### config.mk
export PLATFORM = sky130hd
export DESIGN_NAME = lslr_mac
export DESIGN_NICKNAME = d
export VERILOG_FILES = /design/src/rtl/lslr_pkg.sv /design/src/rtl/lslr_mac.sv
export SDC_FILE = /design/constraint.sdc
export NUM_CORES = 2
export LEC_CHECK = 0
export ABC_AREA = 1
export BUFFER_PORTS_ARGS = -buffer_cell sky130_fd_sc_hd__buf_2
export CORE_UTILIZATION = 60
export CTS_CLUSTER_SIZE = 8
export DETAILED_ROUTE_END_ITERATION = 16
export PLACE_DENSITY = 0.88
export SETUP_SLACK_MARGIN = 0.2
export SYNTH_ARGS = -nofsm -noshare
export SYNTH_HDL_FRONTEND = slang
export SYNTH_SLANG_ARGS = --single-unit
### constraint.sdc
create_clock -name clk -period 2.3 [get_ports clk]
set_input_delay 0.46 -clock clk [delete_from_list [all_inputs] [get_ports clk]]
set_output_delay 0.46 -clock clk [all_outputs]
set_load 0.02 [all_outputs]
### src/rtl/lslr_pkg.sv
package lslr_pkg;

    localparam int LSLR_WEIGHT_COUNT = 1024;

    localparam int IDX_W     = 10;
    localparam int IDX_EXT_W = 17;
    localparam int DATA_W    = 32;
    localparam int ACC_W     = 64;
    localparam int CNT_W     = 32;

    // loss numerator after the fixed 2^17 scale is taken out
    localparam int NUM_W  = 47;
    localparam int STEP_W = $clog2(NUM_W + 1);

    typedef enum logic [1:0] {
        ACT_LOAD    = 2'd0,
        ACT_FEATURE = 2'd1,
        ACT_CLOSE   = 2'd2,
        ACT_FINISH  = 2'd3
    } action_t;

    localparam logic KIND_RESIDUAL = 1'b0;
    localparam logic KIND_LOSS     = 1'b1;

    typedef enum logic [2:0] {
        S_IDLE,
        S_DIFF,
        S_ROUND,
        S_SQUARE,
        S_LOSS,
        S_FNUM,
        S_DIVIDE,
        S_FEMIT
    } seq_state_t;

    typedef struct packed {
        logic mul_en;
        logic clear;
    } mac_ctl_t;

    typedef struct packed {
        logic busy;
        logic done;
    } div_stat_t;

    localparam logic signed [ACC_W-1:0] ACC_MAX = {1'b0, {(ACC_W-1){1'b1}}};
    localparam logic signed [ACC_W-1:0] ACC_MIN = {1'b1, {(ACC_W-1){1'b0}}};

    function automatic logic signed [ACC_W-1:0] sat_add64(
        input logic signed [ACC_W-1:0] a,
        input logic signed [ACC_W-1:0] b
    );
        logic signed [ACC_W-1:0] s;
        s = a + b;
        if (a[ACC_W-1] == b[ACC_W-1] && s[ACC_W-1] != a[ACC_W-1])
        begin
            s = a[ACC_W-1] ? ACC_MIN : ACC_MAX;
        end
        return s;
    endfunction

endpackage

### src/rtl/lslr_mac.sv
module lslr_mac
    import lslr_pkg::*;
(
    input  logic                     clk,
    input  logic                     rst_n,
    input  mac_ctl_t                 ctl,
    input  logic signed [DATA_W-1:0] weight,
    input  logic signed [DATA_W-1:0] feature,
    output logic signed [ACC_W-1:0]  dot_sum
);

    logic                    prod_valid_reg;
    logic signed [ACC_W-1:0] prod_reg;
    logic signed [ACC_W-1:0] prod_next;
    logic signed [ACC_W-1:0] dot_sum_reg;
    logic signed [ACC_W-1:0] dot_sum_next;

    assign prod_next = weight * feature;

    always_comb
    begin
        dot_sum_next = dot_sum_reg;
        if (ctl.clear)
        begin
            dot_sum_next = '0;
        end
        else if (prod_valid_reg)
        begin
            dot_sum_next = sat_add64(dot_sum_reg, prod_reg);
        end
    end

    always_ff @(posedge clk or negedge rst_n)
    begin
        if (!rst_n)
        begin
            prod_valid_reg <= 1'b0;
            dot_sum_reg    <= '0;
        end
        else
        begin
            prod_valid_reg <= ctl.mul_en;
            dot_sum_reg    <= dot_sum_next;
        end
    end

    always_ff @(posedge clk)
    begin
        if (ctl.mul_en)
        begin
            prod_reg <= prod_next;
        end
    end

    assign dot_sum = dot_sum_reg;

endmodule

==> run summary, run 1 <==
Measured along the y axis, the die boundary spans 286.2 um. The share of synthesized area in the top cell type comes to 44.74%. In this run the count of I/O pins placed on the die edge is 132.

After technology mapping, the gate count stands at 6339. The post-DP HPWL is 146600 um. The tool reported: "[ERROR GRT-0232] Routing congestion too high. Check the congestion heatmap in the GUI". The cell area reported after detailed placement is 0.05891 mm2.

Number of synthesized flops with an enable pin: 64. The most used flip-flop cell after synthesis is sky130_fd_sc_hd__dfrtp_1. By count the netlist is led by sky130_fd_sc_hd__nand2_1, sky130_fd_sc_hd__inv_1, sky130_fd_sc_hd__fa_1. Row generation in the floorplan step produced 103 rows. Maximum level of the CTS H-tree: 4. Buffers placed on the I/O ports in this run total 131. In the post-synthesis netlist, the cell with the most instances is sky130_fd_sc_hd__nand2_1. The number of different library cells used by synthesis comes to 45. The tools report the largest buffer count on any clock path as 2. The tools report the stage where the run ended as global routing. Entering global routing, the biggest net connects 49 pins.

The congestion estimate from routability-driven global placement came to 1.015. The tree is rooted in a sky130_fd_sc_hd__clkbuf_16. sky130_fd_sc_hd__fa_1 takes more of the synthesized area than any other cell. The number of nets in the synthesized netlist is 7737. Global routing used 67.58% of the available tracks across all layers. The average instance in the mapped netlist occupies 7.645 um2. Ranked by total cell area, the synthesized netlist is headed by sky130_fd_sc_hd__fa_1, sky130_fd_sc_hd__nand2_1, sky130_fd_sc_hd__inv_1. The total overflow left after global routing is 464.

The effective utilization at floorplan is 61.04%, and the synthesis-stage register bit count is 129. During synthesis, Yosys emitted a total of 0 warnings. The clock sink count is 129, and the proportion of synthesized chip area in sequential cells is 7.322%.

Once global-route timing repair stopped, the endpoint with the least setup slack was prod_reg[55]$_DFFE_PP_/D. The horizontal extent of the die was 286.2 um. Type of the worst endpoint after the last repair: a register input. The cell area that synthesis handed to floorplanning was 0.04846 mm2.

The async set-reset flop share out of synthesis is 50.39%. Buffers inserted during clock tree synthesis total 17. The run stopped with a tool error.
through the flow:
stage	hold WS, ns	cells	setup WS [ns]	util, %
2_1_floorplan	0.1644	6339	-4.669	-
3_3_place_gp	0.4388	8152	-5.059	74.20
3_5_place_dp	0.4278	8152	-5.194	74.20
4_1_cts	0.3174	8268	-4.465	78.83
repair_timing:
item / CTS
hold endpoints to repair: 17
resized for setup: 625
cloned: 7
setup endpoints to repair: 125
hold buffers: 1
setup buffers: 76
pin swaps: 282
cell families after synthesis:
group | count (synthesis) | synth area share (%)
flops | 129 | 7.322
xor+xnor | 92 | 1.663
simple gates | 2460 | 20.52
compound gates | 276 | 3.145
fa+ha+maj | 1330 | 51.12
buf+inv | 2052 | 16.23
routing by layer:
metal / overflow / global-route usage, %
met1: 17 / 69.57
met3: 13 / 47.50
met4: 148 / 63.48
met5: 2 / 30.00
met2: 284 / 86.39
==> run 2, diff against run 1 <==
--- a/config.mk
+++ b/config.mk
@@ -7,11 +7,9 @@
 export LEC_CHECK = 0
 export ABC_AREA = 1
 export BUFFER_PORTS_ARGS = -buffer_cell sky130_fd_sc_hd__buf_2
-export CORE_UTILIZATION = 60
-export CTS_CLUSTER_SIZE = 8
+export CORE_UTILIZATION = 40
 export DETAILED_ROUTE_END_ITERATION = 16
-export PLACE_DENSITY = 0.88
-export SETUP_SLACK_MARGIN = 0.2
+export PLACE_DENSITY_LB_ADDON = 0.15
 export SYNTH_ARGS = -nofsm -noshare
 export SYNTH_HDL_FRONTEND = slang
 export SYNTH_SLANG_ARGS = --single-unit
==> constraint.sdc (replaced) <==
create_clock -name clk -period 3 [get_ports clk]
set_input_delay 0.6 -clock clk [delete_from_list [all_inputs] [get_ports clk]]
set_output_delay 0.6 -clock clk [all_outputs]
set_load 0.02 [all_outputs]
==> run 2 against run 1 <==
  * The flow now finishes, with violations (setup timing)
  * Synthesized area did not move
  * Synthesized cell count did not move
==> run summary, run 2 <==
At the worst endpoint, the required time is 3.19 ns. The library cell with the largest summed area after synthesis was sky130_fd_sc_hd__fa_1. The run gives 132 (unchanged) as the number of ports placed on the die boundary. The async set-reset flop share out of synthesis was 50.39% (unchanged); the final net count was 8487. The worst register-to-register path begins at prod_reg[60].

The commonest cells after synthesis are sky130_fd_sc_hd__nand2_1, sky130_fd_sc_hd__inv_1, sky130_fd_sc_hd__fa_1. The number of buffers added to fix hold violations after cts was 0 (-1); the detailed-route wire length per cell was 18.50 um. TritonCTS built the clock tree.

The register cell area after layout was 0.003548 mm2. The highest layer touched by signal routing is met4. The tools report the cell area reported after detailed placement as 0.05721 mm2 (-2.9%). For this run the aggregate overflow at the end of global routing stands at 0.

The run gives 2 (unchanged) as the largest buffer count on any clock path. The logs give 4 (unchanged) for the maximum level of the CTS H-tree and 0 for the count of pins over their slew limit. The final number of hold-violating endpoints is 0.

The category of the worst setup path capture point is a flip-flop. By instance count, the leading cell after synthesis is sky130_fd_sc_hd__nand2_1. After the first detailed-routing iteration, the DRC count stood at 2491.

In the routed layout, each cell is associated on average with a via count of 4.743. The clock insertion delay at the later pin of the skew report is 0.45 ns, and the clock-pin slew on the worst setup and hold paths is 0.06 ns. The tools report the initial antenna violation count as 1. After synthesis, the largest family of logic cells by area is adder cells. The post-synthesis compound-gate area fraction was 3.145% (unchanged). The post-DP HPWL was 140000 um (-4.5%); the mean area per synthesized cell was 7.645 um2 (unchanged). The area of all placed cells without fillers came out at 0.06331 mm2.

The total nets after synthesis was 7737 (unchanged). In the layout the commonest cells are sky130_fd_sc_hd__nand2_1, sky130_fd_sc_hd__inv_1, sky130_fd_sc_hd__fa_1, sky130_fd_sc_hd__buf_4, sky130_fd_sc_hd__ha_1. The total of buffers placed on input and output ports is 131 (unchanged), and the weighted congestion reported at the end of routability-driven placement is 0.9774 (-3.7%). Once detail routing completed, the nets flagged for antenna violations numbered 0. The cell sitting at the root of the clock tree is a sky130_fd_sc_hd__clkbuf_16. Compared with the post-synthesis result, the final layout area differs by 30.64%. The final reports fail on setup timing.

The leading cell type in the layout, fill and taps excluded is sky130_fd_sc_hd__nand2_1. The number of synthesized flops with an enable pin is 64 (unchanged). The min-delay analysis places its worst path in the category input pin to async pin.

Unique cell type count in the Yosys netlist: 45 (unchanged). The first TritonRoute pass finished after 5 iterations. Based on the critical path, the design can be clocked at up to 0.1434 GHz. The simple-gate share of the synthesized area came out at 20.52% (unchanged).

The minimum clock period after layout is 6.971 ns. The category of the worst setup path launch point is an input pin. The tools report the worst reg-to-reg setup slack as 0.23 ns. Synthesis-stage register bit count: 129 (unchanged). The tools report the number of CTS-inserted buffers as 17 (unchanged). The post-placement setup slack was -4.740 ns (+0.4547 ns). The type of the worst setup path is input pin to flip-flop.

The via count of the first global-routing pass is 44406, and the total of warnings raised by yosys is 0 (unchanged). The area of the die came out at 0.1225 mm2. The top cell type's share of synthesized area was 44.74% (unchanged). After synthesis, the cell types taking the most area are sky130_fd_sc_hd__fa_1, sky130_fd_sc_hd__nand2_1, sky130_fd_sc_hd__inv_1.

The routed length on met3 is 6534 um. The run finished, with violations left. The final critical path takes up 232.4% of the cycle. Hold timing on the final database bottoms out at a slack of 0.1299 ns. The horizontal extent of the die is 350.1 um (+22%). The core region is 0.1200 mm2. Max-cap violations in this run came to 0. The layout has 11429 filler cells. In this run the critical register-to-register path is captured at dot_sum[36]. The run gives 127 (+23%) as the number of cell rows. The final setup slack of the worst path came out at -3.971 ns. The first global-routing pass estimated 252800 um of wire.

The tools report the data arrival time at the worst-slack endpoint as 7.16 ns. The depth of the worst register-to-register path was 17; the largest net degree at the start of global routing was 66. Summed over all nets, wire length on met2 after detailed routing comes to 78990 um. The clock sink count was 129 (unchanged); the largest fanout on the critical path was 7. The routed metal-1 wirelength is 71690 um, and the post-synthesis instance area is 0.04846 mm2 (unchanged). For the proportion of synthesized chip area in sequential cells, the log shows 7.322% (unchanged).

The overall routing resource usage was 26.89%. Setup repair after global routing could not meet its margin everywhere. Xor and xnor fraction of the mapped netlist area: 1.663% (unchanged). Flip-flop cell with the highest count after synthesis: sky130_fd_sc_hd__dfrtp_1. For this run, design rule violations remaining after detail routing come to 0. The effective utilization at floorplan is 40.39% (-21 points), and the clock tree skew after final layout is 0.01246 ns. The adder and majority cell fraction of the synthesized area was 51.12% (unchanged); the vias after detailed routing was 41337. In this run the tightest slew margin relative to its limit is 64.51%. Die outline height: 350.1 um (+22%). The tools report the post-synthesis cell count as 6339 (unchanged). The total wire length was 161200 um.

The post-synthesis mux area share was 0% (unchanged). The share of post-route cells with drive strength above 1 came out at 25.63%. The multi-input combinational cells in the finished layout cover a total of 0.04117 mm2. At the pin with the least slew margin, the transition time is 0.5275 ns.

The total of endpoints with negative setup slack in the final report was 60.
## run 2: cell counts after synthesis
Identical to the previous run, type by type.
## run 2: cells by family (layout without fill, tap and decap cells)
group	count (synthesis)	in the layout
other	0	1
buffers and inverters	2052	2815
XOR/XNOR	92	92
AO/OA/AOI/OAI	276	276
AND/OR/NAND/NOR	2460	2460
adder cells (fa/ha/maj)	1330	1330
flip-flops	129	129
## run 2: how the worst max path moves through the flow
stage / startpoint / endpoint / cells after the start
floorplan: weight[31] / prod_reg[63] / 27
global placement: weight[31] / prod_reg[60] / 28
detailed placement: feature[2] / prod_reg[52] / 27
CTS: weight[31] / prod_reg[52] / 31
global route: weight[31] / prod_reg[52] / 31
finish: weight[31] / prod_reg[52] / 28
## run 2: stage by stage
stage               util [%]  TNS (ns)  instances
floorplan                  -   -187.29       6339
global placement       47.69   -245.32       8507
detailed placement     47.69   -246.70       8507
CTS                    51.16   -198.85       8643
global route           52.77   -216.60       8715
finish                 52.77   -205.67       8715
## run 2: layer usage
layer  up-vias  global-route usage (%)
li1      19431                       -
met1     20793                   36.64
met2       929                   47.04
met3       184                   1.845
met4         0                   5.362
met5         -                       0
## run 2: cell type report
class / instances / share of cell area, %
clock inverter: 14 / 0.2075
inverter: 1842 / 10.98
antenna: 1 / 0.003953
timing repair buffer: 941 / 14.32
sequential: 129 / 5.605
clock buffer: 18 / 0.6779
multi-input combinational: 4158 / 65.02
tap: 1612 / 3.186
## run 2: worst max-delay path, stage by stage
cell and delay (ns):
sky130_fd_sc_hd__buf_12 0.11, sky130_fd_sc_hd__buf_12 0.14, sky130_fd_sc_hd__buf_8 0.13, sky130_fd_sc_hd__nand2_4 0.06, sky130_fd_sc_hd__inv_4 0.03, sky130_fd_sc_hd__fa_1 0.54, sky130_fd_sc_hd__inv_2 0.05, sky130_fd_sc_hd__fa_1 0.49
sky130_fd_sc_hd__inv_2 0.05, sky130_fd_sc_hd__fa_1 0.48, sky130_fd_sc_hd__fa_2 0.61, sky130_fd_sc_hd__clkinvlp_4 0.13, sky130_fd_sc_hd__buf_6 0.16, sky130_fd_sc_hd__fa_1 0.50, sky130_fd_sc_hd__inv_1 0.05, sky130_fd_sc_hd__fa_1 0.47
sky130_fd_sc_hd__inv_1 0.05, sky130_fd_sc_hd__fa_1 0.51, sky130_fd_sc_hd__inv_2 0.04, sky130_fd_sc_hd__fa_1 0.58, sky130_fd_sc_hd__ha_4 0.24, sky130_fd_sc_hd__a21oi_4 0.14, sky130_fd_sc_hd__o21a_1 0.18, sky130_fd_sc_hd__o21ai_1 0.11
sky130_fd_sc_hd__buf_4 0.15, sky130_fd_sc_hd__nor2_1 0.14, sky130_fd_sc_hd__nand3_2 0.17, sky130_fd_sc_hd__xor2_2 0.23
## run 2: timing repair
action	4_1_cts	5_1_grt
cloned	5	6
pin swaps	313	257
endpoints found under the setup margin	60	61
resized for setup	717	332
buffers inserted	107	76
Power of run 2 is left out: the tool's default activity adds up to more than one toggle a clock period on the data nets, which glitch-free logic cannot reach.
