`src/rtl/lslr_pkg.sv`:
```
package lslr_pkg;

    localparam int LSLR_WEIGHT_COUNT = 1024;

    localparam int IDX_W     = 10;
    localparam int IDX_EXT_W = 17;
    localparam int DATA_W    = 32;
    localparam int ACC_W     = 64;
    localparam int CNT_W     = 32;

    // loss numerator after the fixed 2^17 scale is taken out
    localparam int NUM_W  = 47;
    localparam int STEP_W = $clog2(NUM_W + 1);

    typedef enum logic [1:0] {
        ACT_LOAD    = 2'd0,
        ACT_FEATURE = 2'd1,
        ACT_CLOSE   = 2'd2,
        ACT_FINISH  = 2'd3
    } action_t;

    localparam logic KIND_RESIDUAL = 1'b0;
    localparam logic KIND_LOSS     = 1'b1;

    typedef enum logic [2:0] {
        S_IDLE,
        S_DIFF,
        S_ROUND,
        S_SQUARE,
        S_LOSS,
        S_FNUM,
        S_DIVIDE,
        S_FEMIT
    } seq_state_t;

    typedef struct packed {
        logic mul_en;
        logic clear;
    } mac_ctl_t;

    typedef struct packed {
        logic busy;
        logic done;
    } div_stat_t;

    localparam logic signed [ACC_W-1:0] ACC_MAX = {1'b0, {(ACC_W-1){1'b1}}};
    localparam logic signed [ACC_W-1:0] ACC_MIN = {1'b1, {(ACC_W-1){1'b0}}};

    function automatic logic signed [ACC_W-1:0] sat_add64(
        input logic signed [ACC_W-1:0] a,
        input logic signed [ACC_W-1:0] b
    );
        logic signed [ACC_W-1:0] s;
        s = a + b;
        if (a[ACC_W-1] == b[ACC_W-1] && s[ACC_W-1] != a[ACC_W-1])
        begin
            s = a[ACC_W-1] ? ACC_MIN : ACC_MAX;
        end
        return s;
    endfunction

endpackage

```
`src/rtl/lslr_div.sv`:
```
module lslr_div
    import lslr_pkg::*;
(
    input  logic               clk,
    input  logic               rst_n,
    input  logic               start,
    input  logic [NUM_W-1:0]   num,
    input  logic [CNT_W-1:0]   den,
    output div_stat_t          stat,
    output logic [NUM_W-1:0]   quo
);

    logic              busy_reg;
    logic              done_reg;
    logic [STEP_W-1:0] step_reg;
    logic [CNT_W-1:0]  rem_reg;
    logic [NUM_W-1:0]  quo_reg;
    logic [CNT_W-1:0]  den_reg;

    logic [CNT_W:0]    trial;
    logic [CNT_W:0]    trial_sub;
    logic              ge;

    // restoring division, one quotient bit per cycle
    assign trial     = {rem_reg, quo_reg[NUM_W-1]};
    assign ge        = trial >= {1'b0, den_reg};
    assign trial_sub = trial - {1'b0, den_reg};

    always_ff @(posedge clk or negedge rst_n)
    begin
        if (!rst_n)
        begin
            busy_reg <= 1'b0;
            done_reg <= 1'b0;
            step_reg <= '0;
        end
        else
        begin
            done_reg <= 1'b0;
            if (start)
            begin
                busy_reg <= 1'b1;
                step_reg <= '0;
            end
            else if (busy_reg)
            begin
                step_reg <= step_reg + 1'b1;
                if (step_reg == STEP_W'(NUM_W - 1))
                begin
                    busy_reg <= 1'b0;
                    done_reg <= 1'b1;
                end
            end
        end
    end

    always_ff @(posedge clk)
    begin
        if (start)
        begin
            rem_reg <= '0;
            quo_reg <= num;
            den_reg <= den;
        end
        else if (busy_reg)
        begin
            rem_reg <= ge ? trial_sub[CNT_W-1:0] : trial[CNT_W-1:0];
            quo_reg <= {quo_reg[NUM_W-2:0], ge};
        end
    end

    assign stat.busy = busy_reg;
    assign stat.done = done_reg;
    assign quo       = quo_reg;

endmodule

```
`config.mk`:
```
export PLATFORM = sky130hd
export DESIGN_NAME = lslr_div
export DESIGN_NICKNAME = d
export VERILOG_FILES = /design/src/rtl/lslr_pkg.sv /design/src/rtl/lslr_div.sv
export SDC_FILE = /design/constraint.sdc
export NUM_CORES = 1
export LEC_CHECK = 0
export BUFFER_PORTS_ARGS = -buffer_cell sky130_fd_sc_hd__buf_2
export CAP_MARGIN = 20
export CORE_AREA = 2 2 101 142
export CTS_CLUSTER_DIAMETER = 80
export DETAILED_ROUTE_END_ITERATION = 16
export DIE_AREA = 0 0 103 144
export PLACE_DENSITY = 0.76
export SLEW_MARGIN = 20
export SYNTH_ARGS = -nofsm -noshare
export SYNTH_HDL_FRONTEND = slang
export SYNTH_SLANG_ARGS = --single-unit
```
`constraint.sdc`:
```
create_clock -name clk -period 2.7 [get_ports clk]
set_input_delay 0.675 -clock clk [delete_from_list [all_inputs] [get_ports clk]]
set_output_delay 0.675 -clock clk [all_outputs]
set_load 0.01 [all_outputs]
```
==> impl_metrics.json, run 1 <==
{
  "synth.cell_area_um2": 6790,
  "die_y_um": 144,
  "grt.overflow.total": 0,
  "crit_path_start": "den_reg[12]",
  "areaGrowthSynthToFinish_pct": 34.13,
  "viasPerCell": 5.520,
  "ant_nets": 0,
  "grt_usage_pct": 23.75,
  "ys_warn_count": 0,
  "grt_pass1_vias": 5717,
  "power.total_mw": 8.572,
  "setup_viol": 6,
  "synth_fp_nets": 744,
  "synth_area_leader_cell": "edfxtp_1",
  "ctsHtreeMaxLevel": 4,
  "dieArea_um2": 14830,
  "synth_edf_count": 79,
  "p_leak_nw": 3.861,
  "cts_tree": "built",
  "powerDensity_nw_per_um2": 941.2,
  "hold_path_class": "primary input to asynchronous set/reset pin",
  "hpwl_mm": 12.20,
  "fill_cells": 1039,
  "layout.nets": 913,
  "cts_sinks": 119,
  "grt_setup_unrepaired": "yes",
  "rows": 51,
  "finalNonFillerCells": 994,
  "die_x_um": 103,
  "yosysSeqAreaShare_pct": 47.32,
  "arrival_ps": 3030,
  "wirelength_mm": 17.75,
  "setup_ws_ps": -59.76,
  "drc": 0,
  "reg2reg_depth": 12,
  "path_clk_slew_ps": 60,
  "cts_buffer_depth": 2,
  "core_area_um2": 13660,
  "wl_per_cell_um": 17.85,
  "insertion_delay_ps": 420,
  "relSlewSlack_pct": 52.29,
  "insertedDiodeCount": 0,
  "largest_reg_flops": 47,
  "tightest_slew_ps": 715.7,
  "port_buffers": 130,
  "hold_violations": 0,
  "ys_ff_latch": 119,
  "drt_first_iter_violations": 278,
  "fin_crit_sh_pct": 102.2,
  "gp_congestion": 0.9105,
  "vdd_drop_max_mv": 0.5350,
  "grt_max_degree": 66,
  "io_pins": 131,
  "crit_type": "flip-flop to flip-flop",
  "synth_cell_types": 67,
  "cap_violations": 0,
  "first_pass_iters": 5,
  "holdBufCountCts": 0,
  "ys.flop_type": "edfxtp_1",
  "start_util_pct": 49.73,
  "dp.cells": 948,
  "start_kind": "flip-flop",
  "drive_above_1_share_pct": 44.50,
  "cp-end-kind": "flip-flop",
  "regArea_um2": 3216,
  "crit_fanout": 7,
  "slew_violations": 0,
  "grt_pass1_wl_mm": 27.11,
  "vias": 5487,
  "reg2reg_from": "den_reg[12]",
  "violations": "negative setup slack",
  "clock.fmax_ghz": 0.3624,
  "antenna_found_initial": 0,
  "status": "complete, but fails checks",
  "multi_input_area_um2": 3841,
  "synth_top_area_share_pct": 34.94,
  "synth_area_per_cell_um2": 10.83,
  "critPathRequiredTime_ps": 2970,
  "clock_skew_ps": 6.655,
  "cts_root_buf": "clkbuf_16",
  "netlist_instances": 627,
  "min_period_ps": 2760,
  "synthArstFlopShare_pct": 6.723,
  "synth.area.top_cells": "edfxtp_1 (35%), dfxtp_1 (9.4%), mux2_2 (7.6%), ha_1 (6.3%), mux2i_1 (3.8%)",
  "cts_made_buffers": 17
}
path summary, 6_finish.rpt:
check / to / slack [ps]
max: rem_reg[4] / -60
min: step_reg[4] / 80
max reg2reg: rem_reg[4] / -60
min reg2reg: rem_reg[1] / 500
max in group asynchronous: busy_reg / 2440
min in group clk: den_reg[4] / 420
stage by stage:
stage               util [%]  hold WS, ps  instance area (um^2)  setup TNS (ps)  setup slack [ps]
floorplan                  -        379.4                  6794               0             11.98
global route           66.69        82.62                  9107           -3582            -208.0
detailed placement     57.35        487.6                  7831          -477.2            -130.1
global placement       57.35        475.4                  7831          -168.0            -61.09
finish                 66.69        81.15                  9107          -151.9            -59.76
CTS                    61.91        74.38                  8454          -6.252            -6.252
cell usage after synthesis, types with 3 or more instances:
cell type and count:
a211oi_1 23, a21o_1 9, a21oi_1 30, a21oi_2 3
a311oi_2 4, a31oi_1 8, and2_1 4, and3_1 4
buf_2 7, buf_6 4, clkbuf_1 20, dfrtp_1 8
dfxtp_1 32, edfxtp_1 79, ha_1 34, inv_1 38
mux2_2 46, mux2i_1 26, nand2_1 35, nand2b_1 8
nand3_1 5, nand3b_1 3, nand4_1 10, nor2_1 61
nor2b_1 7, nor3_1 5, nor4_1 4, nor4b_1 3
o211ai_1 5, o21a_1 4, o21ai_0 15, o21ai_1 7
o31ai_1 3, or3_1 4, xnor2_1 20, xor2_1 10
kinds of logic (layout without fill, tap and decap cells):
family,count (synthesis),count (layout),synth area share [%]
flip-flops,119,119,47.32
XOR/XNOR,30,30,3.870
AND/OR/NAND/NOR,168,168,12.47
adder cells (fa/ha/maj),35,35,6.560
AO/OA/AOI/OAI,130,130,13.49
buffers and inverters,72,254,4.662
multiplexers,73,73,11.63
cells in the final DEF (no fill, tap or decap), types with 6 or more instances in the layout:
cell type and n:
nand2b_1 6, dfxtp_1 31, mux2_2 46, clkinvlp_4 6
edfxtp_1 79, nor2b_1 6, nor2_1 57, ha_1 8
buf_2 129, ha_4 22, buf_4 47, o21ai_0 13
a21oi_2 12, a31oi_1 8, nand4_1 10, a21o_1 9
dfrtp_1 7, clkbuf_16 18, mux2i_1 22, inv_1 32
xnor2_1 20, a211oi_1 18, xor2_1 10, nand2_1 32
a211oi_2 6, a21oi_1 18
layer usage:
metal / track usage (%) / routed length, um
met5: 0 / 0
met1: 26.06 / 6780
met3: 7.298 / 1037
met2: 41.70 / 9323
met4: 10.32 / 605
where the power goes:
group | switching (mW) | internal, mW | leakage (nW) | total, mW
combinational | 1.91 | 1.99 | 2.43 | 3.90
sequential | 0.298 | 2.28 | 1.18 | 2.58
clock | 0.843 | 1.25 | 0.250 | 2.10
total | 3.05 | 5.52 | 3.86 | 8.57
what timing repair did:
action / in CTS / in global routing
endpoints found under the setup margin: 17 / 30
pin swaps: 8 / 43
gates cloned: 0 / 2
endpoints found under the hold margin: 0 / 0
buffers inserted: 2 / 10
gates resized for setup: 13 / 107
critical path, stage by stage (launching register included):
cell and delay (ps):
edfxtp_1 370, inv_1 100, ha_4 230, a21oi_4 150, o211ai_1 150, and3_1 220, o21ai_2 140, nand3_2 110
a211oi_4 470, buf_12 200, buf_12 130, mux2i_2 220, a211oi_2 110
cell type report:
type | count | share of cell area [%]
inverters | 38 | 1.607
repair buffers | 184 | 12.43
multi-input cells | 436 | 42.18
clock inverters | 13 | 1.181
flip-flops and latches | 119 | 35.31
clock buffers | 19 | 4.753
well taps | 185 | 2.542
Note: power is estimated with default switching activity, not from simulation.
==> run 2, diff against run 1 <==
CORE_AREA = 2 2 97 136   (was 2 2 101 142)
DIE_AREA = 0 0 99 138   (was 0 0 103 144)
HOLD_SLACK_MARGIN = 0.06   (was not set)
PLACE_DENSITY = 0.79   (was 0.76)
clock period = 3 ns   (was 2.7 ns; I/O delays follow)
==> run 2 against run 1 <==
  * The flow now finishes without violations
  * Sequential share of layout area up 4.0 points
  * First-iteration DRC count decreased by 7.6%
  * Wire length fell by 12%
  * Non-clock buffer count is 44 lower
  * Hold slack better by 83 ps
  * Fmax shrank 3.2%
  * Global-route usage is 0.49 points lower
  * Critical path type unchanged
  * Largest power group unchanged
==> impl_metrics.json, run 2 (synthesis gave the netlist of run 1 again) <==
{
  "insertedDiodeCount": 0,
  "critical_path.cell_chain": "inv_1 -> ha_1 -> nand4_1 -> o21bai_1 -> a211o_1 -> a21o_1 -> nand3_2 -> a211oi_4 -> buf_12 -> or3_1 -> a311oi_2",
  "drt_first_iter_violations": 257,
  "crit_fanout": 28,
  "fin_crit_sh_pct": 95.01,
  "powerDensity_nw_per_um2": 833.3,
  "hold_violations": 0,
  "die_y_um": 138,
  "finalNonFillerCells": 918,
  "io_pins": 131,
  "relSlewSlack_pct": 52.41,
  "grt_usage_pct": 23.26,
  "cap_violations": 0,
  "cts_buffer_depth": 2,
  "layout.nets": 869,
  "status": "completed",
  "cts_made_buffers": 17,
  "antenna_found_initial": 0,
  "arrival_ps": 3170,
  "hpwl_mm": 11.12,
  "power.total_mw": 6.808,
  "cts_root_buf": "clkbuf_16",
  "wirelength_mm": 15.62,
  "first_pass_iters": 5,
  "grt_setup_unrepaired": "no",
  "vdd_drop_max_mv": 0.3670,
  "areaGrowthSynthToFinish_pct": 20.31,
  "p_leak_nw": 3.636,
  "wl_per_cell_um": 17.02,
  "grt_pass1_vias": 5486,
  "holdBufCountCts": 0,
  "fin_util_pct": 65.00,
  "dieArea_um2": 13660,
  "core_area_um2": 12570,
  "rows": 49,
  "slowest_stage": "ha_1",
  "pre_cts_ws_ps": 124.4,
  "start_kind": "flip-flop",
  "drive_above_1_share_pct": 31.11,
  "drc": 0,
  "grt_pass1_wl_mm": 25.59,
  "cts_tree": "built",
  "slew_violations": 0,
  "crit_type": "flip-flop to flip-flop",
  "path_clk_slew_ps": 60,
  "grt_max_degree": 121,
  "crit_path_start": "den_reg[8]",
  "insertion_delay_ps": 410,
  "gp_congestion": 0.9191,
  "start_util_pct": 54.03,
  "layout_commonest_cell": "buf_2",
  "cts_resized": 0,
  "fin_setup_tns_ps": 0,
  "viasPerCell": 5.758,
  "grt.overflow.total": 0,
  "setup_viol": 0,
  "cpPeakStageDelay_ps": 430,
  "min_period_ps": 2850,
  "crit_family": "compound AO/OA/AOI/OAI gates",
  "ant_nets": 0,
  "largest_reg_flops": 47,
  "cts_sinks": 119,
  "tightest_slew_ps": 713.8,
  "vias": 5286,
  "clock.fmax_ghz": 0.3508,
  "hold_path_class": "primary input to asynchronous set/reset pin",
  "setup_ws_ps": 149.7,
  "die_x_um": 99,
  "most-common-layout-cells": "buf_2 (129), edfxtp_1 (79), nor2_1 (61)",
  "cp-end-kind": "flip-flop",
  "crit_buf_inv": 2,
  "ctsHtreeMaxLevel": 4,
  "clock_skew_ps": 13.96,
  "port_buffers": 130,
  "reg2reg_from": "den_reg[8]",
  "cts_setup_buffers": 0,
  "dp.cells": 886,
  "critPathRequiredTime_ps": 3320
}
run 2: cell count changes in the layout (fill, tap and decap cells not counted), moves of 8 or more:
| cell | before | now |
|---|---|---|
| buf_4 | 47 | 8 |
| ha_1 | 8 | 34 |
| a21oi_2 | 12 | 4 |
| ha_4 | 22 | 0 |
| a21oi_1 | 18 | 29 |
run 2: report_power, final:
part	internal, mW	leakage (nW)	total [mW]	switching, mW
Sequential	2.05	1.18	2.25	0.201
Combinational	1.17	2.19	2.57	1.39
Clock	1.20	0.274	1.99	0.794
Total	4.42	3.64	6.81	2.39
run 2: metrics by stage:
step / hold WS (ps) / area (um^2)
global placement: 466.5 / 7575
floorplan: 442.3 / 6790
CTS: 161.7 / 8148
finish: 164.2 / 8169
global route: 165.5 / 8169
detailed placement: 483.9 / 7575
run 2: final timing paths:
check                                    to  slack (ps)  depth (start not counted)
worst max-delay path            rem_reg[26]         150                         11
worst min-delay path               done_reg         160                          1
worst max register to register  rem_reg[26]         150                         11
worst min register to register   rem_reg[1]         500                          2
max in group asynchronous          busy_reg        2660                          1
min in group clk                 rem_reg[1]         500                          2
run 2: cell type report:
class	instances	area [um^2]
tap	153	191.4
sequential	119	3214
multi-input combinational	436	3282
timing repair buffer	140	765.7
clock buffer	20	456.7
fill	988	4399
clock inverter	12	116.4
inverter	38	142.6
run 2: metal layers:
| layer | up-vias | wire length [um] | global-route usage [%] |
|---|---|---|---|
| li1 | 2556 | - | - |
| met1 | 2521 | 6078 | 25.23 |
| met4 | 0 | 310 | 8.724 |
| met2 | 183 | 8188 | 41.89 |
| met3 | 26 | 1045 | 7.179 |
| met5 | - | 0 | 0 |
==> run 3, diff against run 2 <==
GPL_TIMING_DRIVEN = 0   (was not set)
==> run 3 against run 2 <==
  * Critical path depth stayed put
  * Clock skew is 5.7 ps lower
  * Global-route usage up 3.0 points
  * Utilization increased by 1.6 points
  * Sequential share of layout area decreased by 0.96 points
  * Fmax shrank 1.7%
  * Wire length increased by 13%
==> impl_metrics.json, run 3 (synthesis gave the netlist of run 1 again) <==
{
  "drt_first_iter_violations": 305,
  "multi_input_area_um2": 3312,
  "most-common-layout-cells": "buf_2 (136), edfxtp_1 (79), nor2_1 (60)",
  "grt_max_degree": 34,
  "vdd_drop_max_mv": 0.4505,
  "critPathRequiredTime_ps": 3320,
  "cp-end-kind": "flip-flop",
  "rows": 49,
  "grt_pass1_wl_mm": 28.81,
  "setup_ws_ps": 100.8,
  "slew_violations": 0,
  "status": "completed",
  "clock.fmax_ghz": 0.3449,
  "path_clk_slew_ps": 60,
  "core_area_um2": 12570,
  "start_util_pct": 54.03,
  "first_pass_iters": 5,
  "crit_fanout": 5,
  "viasPerCell": 5.907,
  "port_buffers": 130,
  "cts_root_buf": "clkbuf_16",
  "tightest_slew_ps": 735.4,
  "min_period_ps": 2899,
  "areaGrowthSynthToFinish_pct": 23.27,
  "grt.overflow.total": 0,
  "relSlewSlack_pct": 50.97,
  "largest_reg_flops": 47,
  "io_pins": 131,
  "hold_path_class": "primary input to asynchronous set/reset pin",
  "drc": 0,
  "ant_nets": 0,
  "dieArea_um2": 13660,
  "start_kind": "flip-flop",
  "pre_cts_ws_ps": -812.4,
  "cap_violations": 0,
  "setup_viol": 0,
  "layout_commonest_cell": "buf_2",
  "cts_made_buffers": 17,
  "gp_congestion": 0.9410,
  "ctsHtreeMaxLevel": 4,
  "die_x_um": 99,
  "wirelength_mm": 17.67,
  "cts_tree": "built",
  "vias": 5588,
  "clock_skew_ps": 8.268,
  "grt_usage_pct": 26.23,
  "fin_crit_sh_pct": 96.64,
  "regArea_um2": 3213,
  "wl_per_cell_um": 18.68,
  "cts_buffer_depth": 2,
  "p_leak_nw": 3.740,
  "grt_pass1_vias": 6040,
  "cts_sinks": 119,
  "arrival_ps": 3220,
  "fin_setup_tns_ps": 0,
  "drive_above_1_share_pct": 31.65,
  "hpwl_mm": 12.91,
  "fill_cells": 959,
  "die_y_um": 138,
  "powerDensity_nw_per_um2": 850.2,
  "layout.nets": 897,
  "hold_violations": 0,
  "insertedDiodeCount": 0,
  "antenna_found_initial": 0,
  "crit_type": "flip-flop to flip-flop",
  "insertion_delay_ps": 420
}
## run 3: cell types whose count changed in the layout (fill, tap and decap cells not counted), moves of 3 or more
cell,before,now
buf_2,129,136
bufinv_16,1,4
inv_6,4,0
clkbuf_1,1,19
buf_12,3,0
buf_6,0,4
## run 3: worst paths after layout
path	start	endpoint	slack, ps	cells past startpoint
min reg2reg	rem_reg[1]	rem_reg[1]	490	2
max in group asynchronous	rst_n	step_reg[0]	2670	1
max reg2reg	quo[46]	rem_reg[26]	100	11
max	quo[46]	rem_reg[26]	100	11
min in group clk	rem_reg[1]	rem_reg[1]	490	2
min	rst_n	step_reg[4]	160	1
## run 3: routing by layer
metal / GRT usage (%) / up-vias / part of all wire [%]
li1: - / 2600 / -
met1: 28.63 / 2683 / 37
met2: 45.84 / 252 / 52
met3: 7.179 / 53 / 7.2
met4: 13.63 / 0 / 3.8
met5: 0 / - / 0
## run 3: timing repair
action                                  in CTS  in global routing
endpoints found under the setup margin      49                 20
gates cloned                                 0                  0
gates resized for setup                      4                  7
setup buffers                                1                  4
pin swaps                                    2                  6
hold buffers                                 0                  0
## run 3: where the power goes
part	total [mW]	switching [mW]	internal (mW)
Clock	2.18	0.766	1.41
Sequential	2.25	0.202	2.05
Combinational	2.68	1.49	1.20
Total	7.12	2.46	4.66
## run 3: cell type report
class / instances / area share [%]
multi-input cells: 436 / 39.57
flip-flops and latches: 119 / 38.39
repair buffers: 136 / 8.580
clock buffers: 20 / 5.336
well taps: 153 / 2.287
clock inverters: 12 / 2.138
plain buffers: 32 / 2.003
inverters: 38 / 1.704
## run 3: through the flow
stage / area [um^2] / std cells / utilization, % / power (mW) / hold slack, ps
6_report: 8371 / 946 / 66.60 / 7.116 / 162.9
5_1_grt: 8371 / 946 / 66.60 / 7.477 / 162.0
4_1_cts: 8307 / 944 / 66.09 / 7.042 / 151.0
3_5_place_dp: 7660 / 911 / 60.95 / 4.829 / 479.1
3_3_place_gp: 7632 / 910 / 60.73 / 4.735 / 466.4
2_1_floorplan: 6790 / 627 / - / 4.206 / 442.3
## run 3: worst max-delay path, cell delays in order, from the launching register on
cell and delay (ps):
edfxtp_1 370, inv_1 60, ha_1 220, fa_2 370, nand2b_4 160, a21oi_2 230
o2111ai_4 200, a21boi_2 220, nor2_1 90, o31a_1 250, or3_1 350, a311oi_2 290
